--- config.mk ---
export PLATFORM = sky130hd
export DESIGN_NAME = indexed_list_engine_flat
export DESIGN_NICKNAME = d
export VERILOG_FILES = /design/src/hdl/ile_pkg.sv /design/src/hdl/ile_cmd_if.sv /design/src/hdl/ile_rsp_if.sv /design/src/hdl/indexed_list_engine.sv /design/src/hdl/ile_mem.sv /design/src/hdl/ile_ctrl.sv /design/src/flat_wrapper.sv
export SDC_FILE = /design/constraint.sdc
export NUM_CORES = 1
export LEC_CHECK = 0
export ABC_CLOCK_PERIOD_IN_PS = 6100
export BUFFER_PORTS_ARGS = -buffer_cell sky130_fd_sc_hd__buf_2
export CELL_PAD_IN_SITES_DETAIL_PLACEMENT = 1
export CELL_PAD_IN_SITES_GLOBAL_PLACEMENT = 1
export CORE_MARGIN = 8
export CORE_UTILIZATION = 39
export DETAILED_ROUTE_END_ITERATION = 16
export PLACE_DENSITY_LB_ADDON = 0.1
export SLEW_MARGIN = 20
export SYNTH_ARGS = -nofsm -noshare
export SYNTH_HDL_FRONTEND = slang
export SYNTH_SLANG_ARGS = --single-unit
--- constraint.sdc ---
create_clock -name clk -period 6.1 [get_ports clk]
set_input_delay 0.305 -clock clk [delete_from_list [all_inputs] [get_ports clk]]
set_output_delay 0.305 -clock clk [all_outputs]
set_load 0.02 [all_outputs]
--- src/hdl/ile_pkg.sv ---
// Indexed list engine: shared package.
// Holds list sizing, opcode and status codes, and the structs passed between modules.
// No dependencies.
package ile_pkg;

  localparam int CAPACITY   = 16;
  localparam int VALUE_W    = 32;
  localparam int POS_W      = 8;
  localparam int OPCODE_W   = 3;
  localparam int STATUS_W   = 2;
  localparam int COUNT_OUT_W = 9;
  localparam int CNT_W      = $clog2(CAPACITY + 1);
  localparam int ADDR_W     = (CAPACITY > 1) ? $clog2(CAPACITY) : 1;
  localparam int CMP_W      = (CNT_W > POS_W) ? CNT_W : POS_W;

  localparam logic [VALUE_W-1:0] VALUE_MIN = {1'b1, {(VALUE_W-1){1'b0}}};

  typedef enum logic [OPCODE_W-1:0] {
    OP_APPEND       = 3'd0,
    OP_PREPEND      = 3'd1,
    OP_INSERT       = 3'd2,
    OP_REMOVE_AT    = 3'd3,
    OP_REMOVE_FIRST = 3'd4,
    OP_REMOVE_LAST  = 3'd5,
    OP_GET          = 3'd6,
    OP_SIZE         = 3'd7
  } op_t;

  typedef enum logic [STATUS_W-1:0] {
    ST_OK    = 2'd0,
    ST_FULL  = 2'd1,
    ST_RANGE = 2'd2
  } status_t;

  typedef struct packed {
    logic               wr_en;
    logic [ADDR_W-1:0]  wr_addr;
    logic [VALUE_W-1:0] wr_data;
    logic [ADDR_W-1:0]  rd_addr;
  } mem_req_t;

  typedef struct packed {
    logic signed [VALUE_W-1:0] read_value;
    logic [COUNT_OUT_W-1:0]    count;
    status_t                   status;
  } result_t;

endpackage

--- src/hdl/ile_cmd_if.sv ---
// Indexed list engine: command channel interface.
// Carries valid, ready and the command payload; depends on ile_pkg.
interface ile_cmd_if;
  logic                               valid;
  logic                               ready;
  logic [ile_pkg::OPCODE_W-1:0]       opcode;
  logic [ile_pkg::POS_W-1:0]          position;
  logic signed [ile_pkg::VALUE_W-1:0] value;

  modport source (output valid, output opcode, output position, output value, input ready);
  modport sink (input valid, input opcode, input position, input value, output ready);
endinterface

--- src/hdl/ile_rsp_if.sv ---
// Indexed list engine: response channel interface.
// Carries valid, ready and the result payload; depends on ile_pkg.
interface ile_rsp_if;
  logic                               valid;
  logic                               ready;
  logic signed [ile_pkg::VALUE_W-1:0] read_value;
  logic [ile_pkg::COUNT_OUT_W-1:0]    count;
  logic [ile_pkg::STATUS_W-1:0]       status;

  modport source (output valid, output read_value, output count, output status, input ready);
  modport sink (input valid, input read_value, input count, input status, output ready);
endinterface

--- src/hdl/indexed_list_engine.sv ---
// Indexed list engine: top level.
// Joins the sequencer, the element store and the response register; depends on
// ile_pkg, ile_cmd_if, ile_rsp_if, ile_mem and ile_ctrl.
//
//   channel  dir  payload                          handshake
//   cmd      in   opcode[3] position[8] value[32]  valid/ready
//   rsp      out  read_value[32] count[9] status[2] valid/ready
//
// One command at a time: size, failed commands and remove last need no store access, append
// writes the value, get reads the store and captures the data, and prepend, insert, remove at
// and remove first read and write each moved element (prepend and insert then put the value).
// The shared index counter and the single store write port set the shift cost.
// Reset empties the list; store contents are not cleared.
// A held response does not block the next command until a second result is ready.
module indexed_list_engine (
  input  logic     clk,
  input  logic     rst,
  ile_cmd_if.sink  cmd,
  ile_rsp_if.source rsp
);

  ile_pkg::mem_req_t           mem_req;
  logic [ile_pkg::VALUE_W-1:0] mem_rd_data;
  logic                        res_valid;
  logic                        res_ready;
  ile_pkg::result_t            res;
  ile_pkg::result_t            slot;
  logic                        slot_full;

  ile_mem u_mem (
    .clk     (clk),
    .req     (mem_req),
    .rd_data (mem_rd_data)
  );

  ile_ctrl u_ctrl (
    .clk         (clk),
    .rst         (rst),
    .cmd         (cmd),
    .mem_req     (mem_req),
    .mem_rd_data (mem_rd_data),
    .res_valid   (res_valid),
    .res         (res),
    .res_ready   (res_ready)
  );

  assign res_ready      = !slot_full || rsp.ready;
  assign rsp.valid      = slot_full;
  assign rsp.read_value = slot.read_value;
  assign rsp.count      = slot.count;
  assign rsp.status     = slot.status;

  always_ff @(posedge clk) begin
    if (rst) begin
      slot_full <= 1'b0;
    end else if (res_valid && res_ready) begin
      slot_full <= 1'b1;
    end else if (rsp.ready) begin
      slot_full <= 1'b0;
    end
  end

  always_ff @(posedge clk) begin
    if (res_valid && res_ready) begin
      slot <= res;
    end
  end

  a_slot_load: assert property (@(posedge clk) disable iff (rst)
    res_valid && res_ready |=> slot_full)
    else $error("result transaction lost");

  a_slot_hold: assert property (@(posedge clk) disable iff (rst)
    slot_full && !rsp.ready |=> slot_full && $stable(slot))
    else $error("held response changed");

  a_no_overwrite: assert property (@(posedge clk) disable iff (rst)
    slot_full && !rsp.ready |-> !res_ready)
    else $error("response register overwritten");

endmodule

--- src/hdl/ile_mem.sv ---
// Indexed list engine: element store.
// One write port and one read port with registered read data; depends on ile_pkg.
module ile_mem (
  input  logic                            clk,
  input  ile_pkg::mem_req_t               req,
  output logic [ile_pkg::VALUE_W-1:0]     rd_data
);

  logic [ile_pkg::VALUE_W-1:0] store [ile_pkg::CAPACITY];

  always_ff @(posedge clk) begin
    if (req.wr_en) begin
      store[req.wr_addr] <= req.wr_data;
    end
    rd_data <= store[req.rd_addr];
  end

endmodule

--- src/hdl/ile_ctrl.sv ---
// Indexed list engine: command sequencer.
// Decodes a command, walks the shared index counter over the store to open or close
// a gap, and produces one result; depends on ile_pkg, ile_cmd_if.
module ile_ctrl (
  input  logic                        clk,
  input  logic                        rst,
  ile_cmd_if.sink                     cmd,
  output ile_pkg::mem_req_t           mem_req,
  input  logic [ile_pkg::VALUE_W-1:0] mem_rd_data,
  output logic                        res_valid,
  output ile_pkg::result_t            res,
  input  logic                        res_ready
);

  typedef enum logic [3:0] {
    S_IDLE,
    S_SHR_RD,
    S_SHR_WR,
    S_SHL_RD,
    S_SHL_WR,
    S_PUT,
    S_GET_RD,
    S_GET_CAP,
    S_DONE
  } state_t;

  state_t                            state;
  logic [ile_pkg::CNT_W-1:0]         count;
  logic [ile_pkg::CNT_W-1:0]         k;
  logic [ile_pkg::CNT_W-1:0]         at;
  logic [ile_pkg::VALUE_W-1:0]       val_r;
  logic signed [ile_pkg::VALUE_W-1:0] res_value;
  ile_pkg::status_t                  res_status;

  logic [ile_pkg::CNT_W-1:0] k_dn;
  logic [ile_pkg::CNT_W-1:0] k_up;
  logic [ile_pkg::CNT_W-1:0] k_up2;
  logic [ile_pkg::CMP_W-1:0] pos_x;
  logic [ile_pkg::CMP_W-1:0] pos_x1;
  logic [ile_pkg::CMP_W-1:0] cnt_x;
  logic                      full;
  logic                      empty;

  always_comb begin
    k_dn   = k - ile_pkg::CNT_W'(1);
    k_up   = k + ile_pkg::CNT_W'(1);
    k_up2  = k + ile_pkg::CNT_W'(2);
    pos_x  = ile_pkg::CMP_W'(cmd.position);
    pos_x1 = pos_x + ile_pkg::CMP_W'(1);
    cnt_x  = ile_pkg::CMP_W'(count);
    full   = (count == ile_pkg::CNT_W'(ile_pkg::CAPACITY));
    empty  = (count == '0);
  end

  always_comb begin
    mem_req.wr_en   = (state == S_SHR_WR) || (state == S_SHL_WR) || (state == S_PUT);
    mem_req.wr_addr = (state == S_PUT) ? at[ile_pkg::ADDR_W-1:0] : k[ile_pkg::ADDR_W-1:0];
    mem_req.wr_data = (state == S_PUT) ? val_r : mem_rd_data;
    case (state)
      S_SHR_RD: mem_req.rd_addr = k_dn[ile_pkg::ADDR_W-1:0];
      S_SHL_RD: mem_req.rd_addr = k_up[ile_pkg::ADDR_W-1:0];
      default:  mem_req.rd_addr = k[ile_pkg::ADDR_W-1:0];
    endcase
  end

  assign cmd.ready      = (state == S_IDLE);
  assign res_valid      = (state == S_DONE);
  assign res.read_value = res_value;
  assign res.count      = ile_pkg::COUNT_OUT_W'(count);
  assign res.status     = res_status;

  always_ff @(posedge clk) begin
    if (rst) begin
      state      <= S_IDLE;
      count      <= '0;
      k          <= '0;
      at         <= '0;
      val_r      <= '0;
      res_value  <= '0;
      res_status <= ile_pkg::ST_OK;
    end else begin
      unique case (state)
        S_IDLE: begin
          if (cmd.valid) begin
            val_r      <= cmd.value;
            res_value  <= '0;
            res_status <= ile_pkg::ST_OK;
            unique case (ile_pkg::op_t'(cmd.opcode))
              ile_pkg::OP_APPEND: begin
                if (full) begin
                  res_status <= ile_pkg::ST_FULL;
                  state      <= S_DONE;
                end else begin
                  at    <= count;
                  state <= S_PUT;
                end
              end
              ile_pkg::OP_PREPEND: begin
                if (full) begin
                  res_status <= ile_pkg::ST_FULL;
                  state      <= S_DONE;
                end else begin
                  at    <= '0;
                  k     <= count;
                  state <= empty ? S_PUT : S_SHR_RD;
                end
              end
              ile_pkg::OP_INSERT: begin
                if (full) begin
                  res_status <= ile_pkg::ST_FULL;
                  state      <= S_DONE;
                end else if (pos_x > cnt_x) begin
                  res_status <= ile_pkg::ST_RANGE;
                  state      <= S_DONE;
                end else begin
                  at    <= ile_pkg::CNT_W'(cmd.position);
                  k     <= count;
                  state <= (pos_x < cnt_x) ? S_SHR_RD : S_PUT;
                end
              end
              ile_pkg::OP_REMOVE_AT: begin
                if (pos_x >= cnt_x) begin
                  res_status <= ile_pkg::ST_RANGE;
                  state      <= S_DONE;
                end else if (pos_x1 < cnt_x) begin
                  k     <= ile_pkg::CNT_W'(cmd.position);
                  state <= S_SHL_RD;
                end else begin
                  count <= count - ile_pkg::CNT_W'(1);
                  state <= S_DONE;
                end
              end
              ile_pkg::OP_REMOVE_FIRST: begin
                if (empty) begin
                  res_status <= ile_pkg::ST_RANGE;
                  state      <= S_DONE;
                end else if (count > ile_pkg::CNT_W'(1)) begin
                  k     <= '0;
                  state <= S_SHL_RD;
                end else begin
                  count <= count - ile_pkg::CNT_W'(1);
                  state <= S_DONE;
                end
              end
              ile_pkg::OP_REMOVE_LAST: begin
                if (empty) begin
                  res_status <= ile_pkg::ST_RANGE;
                end else begin
                  count <= count - ile_pkg::CNT_W'(1);
                end
                state <= S_DONE;
              end
              ile_pkg::OP_GET: begin
                if (pos_x >= cnt_x) begin
                  res_status <= ile_pkg::ST_RANGE;
                  res_value  <= ile_pkg::VALUE_MIN;
                  state      <= S_DONE;
                end else begin
                  k     <= ile_pkg::CNT_W'(cmd.position);
                  state <= S_GET_RD;
                end
              end
              ile_pkg::OP_SIZE: begin
                state <= S_DONE;
              end
            endcase
          end
        end
        S_SHR_RD: begin
          state <= S_SHR_WR;
        end
        S_SHR_WR: begin
          k     <= k_dn;
          state <= (k_dn > at) ? S_SHR_RD : S_PUT;
        end
        S_PUT: begin
          count <= count + ile_pkg::CNT_W'(1);
          state <= S_DONE;
        end
        S_SHL_RD: begin
          state <= S_SHL_WR;
        end
        S_SHL_WR: begin
          k <= k_up;
          if (k_up2 < count) begin
            state <= S_SHL_RD;
          end else begin
            count <= count - ile_pkg::CNT_W'(1);
            state <= S_DONE;
          end
        end
        S_GET_RD: begin
          state <= S_GET_CAP;
        end
        S_GET_CAP: begin
          res_value <= mem_rd_data;
          state     <= S_DONE;
        end
        S_DONE: begin
          if (res_ready) begin
            state <= S_IDLE;
          end
        end
        default: begin
          state <= S_IDLE;
        end
      endcase
    end
  end

  a_count_bound: assert property (@(posedge clk) disable iff (rst)
    count <= ile_pkg::CNT_W'(ile_pkg::CAPACITY))
    else $error("element count beyond capacity");

  a_full_status: assert property (@(posedge clk) disable iff (rst)
    res_valid && (res_status == ile_pkg::ST_FULL) |->
      count == ile_pkg::CNT_W'(ile_pkg::CAPACITY))
    else $error("full status on a list that is not full");

  a_wr_in_list: assert property (@(posedge clk) disable iff (rst)
    mem_req.wr_en |-> ile_pkg::CNT_W'(mem_req.wr_addr) <= count)
    else $error("store write beyond list end");

  a_count_frozen: assert property (@(posedge clk) disable iff (rst)
    (state == S_DONE) |=> $stable(count))
    else $error("count changed while result pending");

endmodule

--- src/flat_wrapper.sv ---
// flat-port wrapper written by rule: the top's interface ports become plain ports
module indexed_list_engine_flat 
  (clk, rst, cmd_valid, cmd_opcode, cmd_position, cmd_value, cmd_ready, rsp_valid, rsp_read_value, rsp_count, rsp_status, rsp_ready);
  ile_cmd_if cmd_i ();
  ile_rsp_if rsp_i ();
  input  logic clk;
  input  logic rst;
  input wire logic [$bits(cmd_i.valid)-1:0] cmd_valid;
  input wire logic [$bits(cmd_i.opcode)-1:0] cmd_opcode;
  input wire logic [$bits(cmd_i.position)-1:0] cmd_position;
  input wire logic [$bits(cmd_i.value)-1:0] cmd_value;
  output wire logic [$bits(cmd_i.ready)-1:0] cmd_ready;
  output wire logic [$bits(rsp_i.valid)-1:0] rsp_valid;
  output wire logic [$bits(rsp_i.read_value)-1:0] rsp_read_value;
  output wire logic [$bits(rsp_i.count)-1:0] rsp_count;
  output wire logic [$bits(rsp_i.status)-1:0] rsp_status;
  input wire logic [$bits(rsp_i.ready)-1:0] rsp_ready;
  assign cmd_i.valid = cmd_valid;
  assign cmd_i.opcode = cmd_opcode;
  assign cmd_i.position = cmd_position;
  assign cmd_i.value = cmd_value;
  assign cmd_ready = cmd_i.ready;
  assign rsp_valid = rsp_i.valid;
  assign rsp_read_value = rsp_i.read_value;
  assign rsp_count = rsp_i.count;
  assign rsp_status = rsp_i.status;
  assign rsp_i.ready = rsp_ready;
  indexed_list_engine u_core (.clk(clk), .rst(rst), .cmd(cmd_i), .rsp(rsp_i));
endmodule
==> metrics.txt <==
# TYPE chip_impl_metric gauge
chip_impl_info{name="run_status",value="completed"} 1
chip_impl_metric{name="synthToLayoutAreaGrowth",unit="%"} 17.1
chip_impl_metric{name="port_buffers",unit=""} 87
chip_impl_metric{name="remaining_drc_errors",unit=""} 0
chip_impl_metric{name="final.hold.worst_slack",unit="ns"} 0.174
chip_impl_metric{name="synth_xor_area_share",unit="%"} 0.501
chip_impl_metric{name="clkSlewWorstSetupHoldPaths",unit="ns"} 0.06
chip_impl_metric{name="die_height",unit="microns"} 275
chip_impl_metric{name="synth_compound_area_share",unit="%"} 4.71
chip_impl_metric{name="tightest_slew_margin_relative_to_the_limit",unit="%"} 27.6
chip_impl_metric{name="tns",unit="ns"} 0
chip_impl_info{name="worst_hold_path.endpoint",value="u_core.u_ctrl.state[2]"} 1
chip_impl_metric{name="yosys_warnings",unit=""} 0
chip_impl_metric{name="sequential_element_share_of_the_synthesized_area",unit="%"} 72.2
chip_impl_metric{name="post_route_cells_drive_above_1_share",unit="%"} 28.1
chip_impl_metric{name="detailed_placement_wirelength_estimate",unit="mm"} 39.4
chip_impl_info{name="crit_path_end_kind",value="flop"} 1
chip_impl_metric{name="drt.antenna.violating_nets",unit=""} 0
chip_impl_metric{name="static-leakage-power",unit="nW"} 10.2
chip_impl_metric{name="via_count_of_the_routed_design",unit=""} 13900
chip_impl_metric{name="post_cts_buffers",unit=""} 0
chip_impl_metric{name="hold-path-cell-count",unit=""} 3
chip_impl_info{name="cp_cell_instances",value="inv_1 -> nor3_4 -> buf_4 -> inv_1 -> o32a_1 -> nor2_4 -> buf_4"} 1
chip_impl_metric{name="routed_vias_inst",unit=""} 5.49
chip_impl_metric{name="num-nets-final",unit=""} 1664
chip_impl_metric{name="setup_viol_count_final",unit=""} 0
chip_impl_info{name="min_from",value="cmd_valid"} 1
chip_impl_metric{name="timing_worst_slew_pin_value",unit="ns"} 1.08
chip_impl_metric{name="wirelength_met1",unit="mm"} 30.3
chip_impl_metric{name="reg2reg_depth",unit=""} 7
chip_impl_metric{name="floorplan.die_area",unit="sq um"} 75700
chip_impl_metric{name="clock_latency_late_sink",unit="ns"} 0.61
chip_impl_metric{name="final_gp_congestion",unit=""} 0.770
chip_impl_info{name="route.top_layer_used",value="met4"} 1
chip_impl_metric{name="syn_area",unit="sq um"} 26200
chip_impl_metric{name="ys_async_sr_fraction",unit="%"} 0
chip_impl_metric{name="cts_max_path_bufs",unit=""} 3
chip_impl_info{name="start_kind",value="flop"} 1
chip_impl_metric{name="vdd_drop_max",unit="mV"} 0.227
chip_impl_metric{name="grt_start_max_net_pins",unit=""} 50
chip_impl_metric{name="max_cap_viol_count",unit=""} 0
chip_impl_metric{name="post_cts_hold_buffer_count",unit=""} 32
chip_impl_info{name="clock_tree.root_cell",value="sky130_fd_sc_hd__clkbuf_16"} 1
chip_impl_metric{name="floorplan.die.width",unit="microns"} 275
chip_impl_metric{name="synth.area.mux_share",unit="%"} 15.3
chip_impl_metric{name="critPathRequiredTime",unit="ns"} 6.39
chip_impl_info{name="regToRegEndpoint",value="u_core.u_mem.store[2][11]"} 1
chip_impl_info{name="tritoncts",value="done"} 1
chip_impl_metric{name="critical_path.max_fanout",unit=""} 45
chip_impl_info{name="path_class",value="flop to flop"} 1
chip_impl_metric{name="num_ports",unit=""} 92
chip_impl_metric{name="cts_resized",unit=""} 0
chip_impl_metric{name="timing.final.crit_share",unit="%"} 67.2
chip_impl_info{name="setup_repair_after_global_routing_missed_its_margin",value="no"} 1
chip_impl_metric{name="cp.arrival",unit="ns"} 4.39
chip_impl_metric{name="vias_in_the_first_global_route",unit=""} 14900
chip_impl_metric{name="totalWireLength",unit="mm"} 65.9
chip_impl_metric{name="drt-wirelength-per-cell",unit="microns"} 26.1
chip_impl_metric{name="synth_simple_gate_area_share",unit="%"} 4.23
chip_impl_metric{name="mapped_avg_cell_area",unit="sq um"} 18.2
chip_impl_info{name="main_synth_ff_type",value="sky130_fd_sc_hd__edfxtp_1"} 1
chip_impl_metric{name="power_density_over_the_cells",unit="nW/um^2"} 477
chip_impl_metric{name="rows",unit=""} 95
chip_impl_metric{name="clock_sinks",unit=""} 669
chip_impl_metric{name="route.met2.wl",unit="mm"} 31.8
chip_impl_metric{name="detail_route.first_pass.iterations",unit=""} 5
chip_impl_metric{name="h-tree-depth",unit=""} 3
chip_impl_info{name="crit_slowest_cell",value="sky130_fd_sc_hd__nor2_4"} 1
chip_impl_metric{name="dr_wl_met3",unit="mm"} 2.39
chip_impl_metric{name="finClkSkew",unit="ns"} 0.0235
chip_impl_info{name="timing.rr.start",value="u_core.u_ctrl.state[2]"} 1
chip_impl_metric{name="grt_pass1_wl",unit="mm"} 98.2
chip_impl_metric{name="total_global_routing_overflow",unit=""} 0
chip_impl_metric{name="maxClockFrequency",unit="MHz"} 244
chip_impl_metric{name="final_hold_viol_count",unit=""} 0
chip_impl_metric{name="numCtsBuffers",unit=""} 73
chip_impl_metric{name="starting_density",unit="%"} 39.2
chip_impl_metric{name="ff2ff_setup_slack",unit="ns"} 2.00
chip_impl_metric{name="postSynthRegisterBits",unit=""} 669
chip_impl_info{name="synth_top_family_by_area",value="multiplexers"} 1
chip_impl_metric{name="grt_use_total",unit="%"} 17.6
chip_impl_metric{name="slew_violations",unit=""} 0
chip_impl_metric{name="post_synth_fa_ha_maj_area_fraction",unit="%"} 1.34
chip_impl_metric{name="number_of_antenna_violations_at_the_first_check_in_global_routing",unit=""} 0
chip_impl_metric{name="synthDistinctLibCells",unit=""} 71
chip_impl_metric{name="number_of_enable_type_register_cells_in_the_synthesized_netlist",unit=""} 551
chip_impl_metric{name="num_antenna_cells",unit=""} 0
chip_impl_info{name="hold_class",value="input port to flop"} 1
chip_impl_metric{name="dr.first_iter.drc_count",unit=""} 971
chip_impl_metric{name="critical-path-max-stage-delay",unit="ns"} 0.89
chip_impl_metric{name="synth_cells",unit=""} 1439
chip_impl_metric{name="design.core.area",unit="sq um"} 66800
chip_impl_metric{name="finalCriticalPeriod",unit="ns"} 4.10
-- how the worst max path moves through the flow --
stage                                 from                        end  slack [ns]  cells after the start
floorplan           u_core.u_ctrl.state[2]   u_core.u_mem.store[0][0]        2.50                      7
CTS                 u_core.u_ctrl.state[2]  u_core.u_mem.store[2][15]        1.94                      7
global route        u_core.u_ctrl.state[2]  u_core.u_mem.store[2][14]        1.74                      7
detailed placement  u_core.u_ctrl.state[2]  u_core.u_mem.store[2][12]        1.95                      7
global placement    u_core.u_ctrl.state[2]  u_core.u_mem.store[2][17]        2.07                      7
finish              u_core.u_ctrl.state[2]  u_core.u_mem.store[2][11]        2.00                      7
-- kinds of logic after synthesis --
group,count (synthesis)
AOI/OAI and AO/OA,183
xor gates and xnor gates,15
adders and majority gates,28
buffers and inverters,105
DFF,669
muxes,197
other,1
and+or+nand+nor,241
-- critical path, delay by kind of cell, from the launching register on --
kind | cells | cell delay (ns)
AO/OA/AOI/OAI | 1 | 0.50
buffers and inverters | 4 | 1.52
flip-flops | 1 | 0.64
AND/OR/NAND/NOR | 2 | 1.08
-- layout make-up --
class	instances	area, sq um
inverters	26	97.6
fillers	6283	36100
clock inverters	33	324
well taps	873	1090
flip-flops and latches	669	18900
multi-input cells	668	7060
clock buffers	103	2120
repair buffers	151	1080
-- cell usage in the layout (no fill, tap or decap), types with 6 or more instances in the layout --
cell and instances:
sky130_fd_sc_hd__edfxtp_1 551, sky130_fd_sc_hd__and3_1 6, sky130_fd_sc_hd__nor2_1 62, sky130_fd_sc_hd__mux2_2 34, sky130_fd_sc_hd__xnor2_1 8, sky130_fd_sc_hd__inv_1 24
sky130_fd_sc_hd__clkinv_2 15, sky130_fd_sc_hd__dfxtp_1 118, sky130_fd_sc_hd__nor4_1 6, sky130_fd_sc_hd__a22oi_1 33, sky130_fd_sc_hd__clkbuf_8 10, sky130_fd_sc_hd__a21oi_1 45
sky130_fd_sc_hd__ha_1 28, sky130_fd_sc_hd__buf_2 86, sky130_fd_sc_hd__clkbuf_1 16, sky130_fd_sc_hd__a211oi_1 9, sky130_fd_sc_hd__a31oi_1 13, sky130_fd_sc_hd__a221oi_1 9
sky130_fd_sc_hd__nor3_1 12, sky130_fd_sc_hd__o21ai_0 31, sky130_fd_sc_hd__clkbuf_16 77, sky130_fd_sc_hd__nand2_1 88, sky130_fd_sc_hd__nand2b_1 9, sky130_fd_sc_hd__dlygate4sd3_1 32
sky130_fd_sc_hd__clkinv_1 6, sky130_fd_sc_hd__nand3_1 13, sky130_fd_sc_hd__nor2_4 19, sky130_fd_sc_hd__buf_4 27, sky130_fd_sc_hd__mux4_2 160
-- synth_stat cells, drive strengths merged, types with 15 or more instances --
cell type	instances	share of area [%]
buf	34	0.71
dfxtp	118	9.0
nand2	89	1.3
clkbuf	45	0.64
nand3	15	0.32
nor2	82	1.2
a22oi	33	0.95
inv	25	0.36
o21ai	32	0.61
a21oi	45	0.86
ha	28	1.3
edfxtp	551	63
mux4	160	14
mux2	35	1.5
-- through the flow --
step	total power, mW	cells	setup WS [ns]	util, %	cell area (sq um)
floorplan	8.96	1442	2.50	-	26200
global placement	10.3	2353	2.07	41.7	27900
detailed placement	10.4	2355	1.95	41.8	27900
CTS	14.9	2523	1.94	45.9	30700
global route	15.3	2523	1.74	45.9	30700
finish	14.6	2523	2.00	45.9	30700
-- state kept, by name, summed over array words and instances, names as in the netlist, 5 cells and up --
| signal | count |
|---|---|
| u_core.u_ctrl.at | 5 |
| u_core.u_mem.store | 512 |
| u_core.rsp.read_value | 32 |
| u_core.u_ctrl.k | 5 |
| u_core.u_ctrl.count | 5 |
| u_core.u_ctrl.res_value | 32 |
| u_core.u_mem.rd_data | 32 |
| u_core.rsp.count | 5 |
| u_core.u_ctrl.val_r | 32 |
-- report_power, final --
group / switching, mW / leakage, nW / total (mW) / internal (mW)
Combinational: 2.38 / 3.07 / 4.12 / 1.75
Sequential: 0.264 / 5.94 / 6.09 / 5.83
Clock: 1.82 / 1.20 / 4.43 / 2.62
-- per-layer routing --
metal | global-route usage (%) | vias to the layer above
met5 | 0 | -
met1 | 24.1 | 7412
met4 | 4.99 | 0
met2 | 29.1 | 260
li1 | - | 6096
met3 | 2.72 | 89
(Power assumes the default switching activity.)
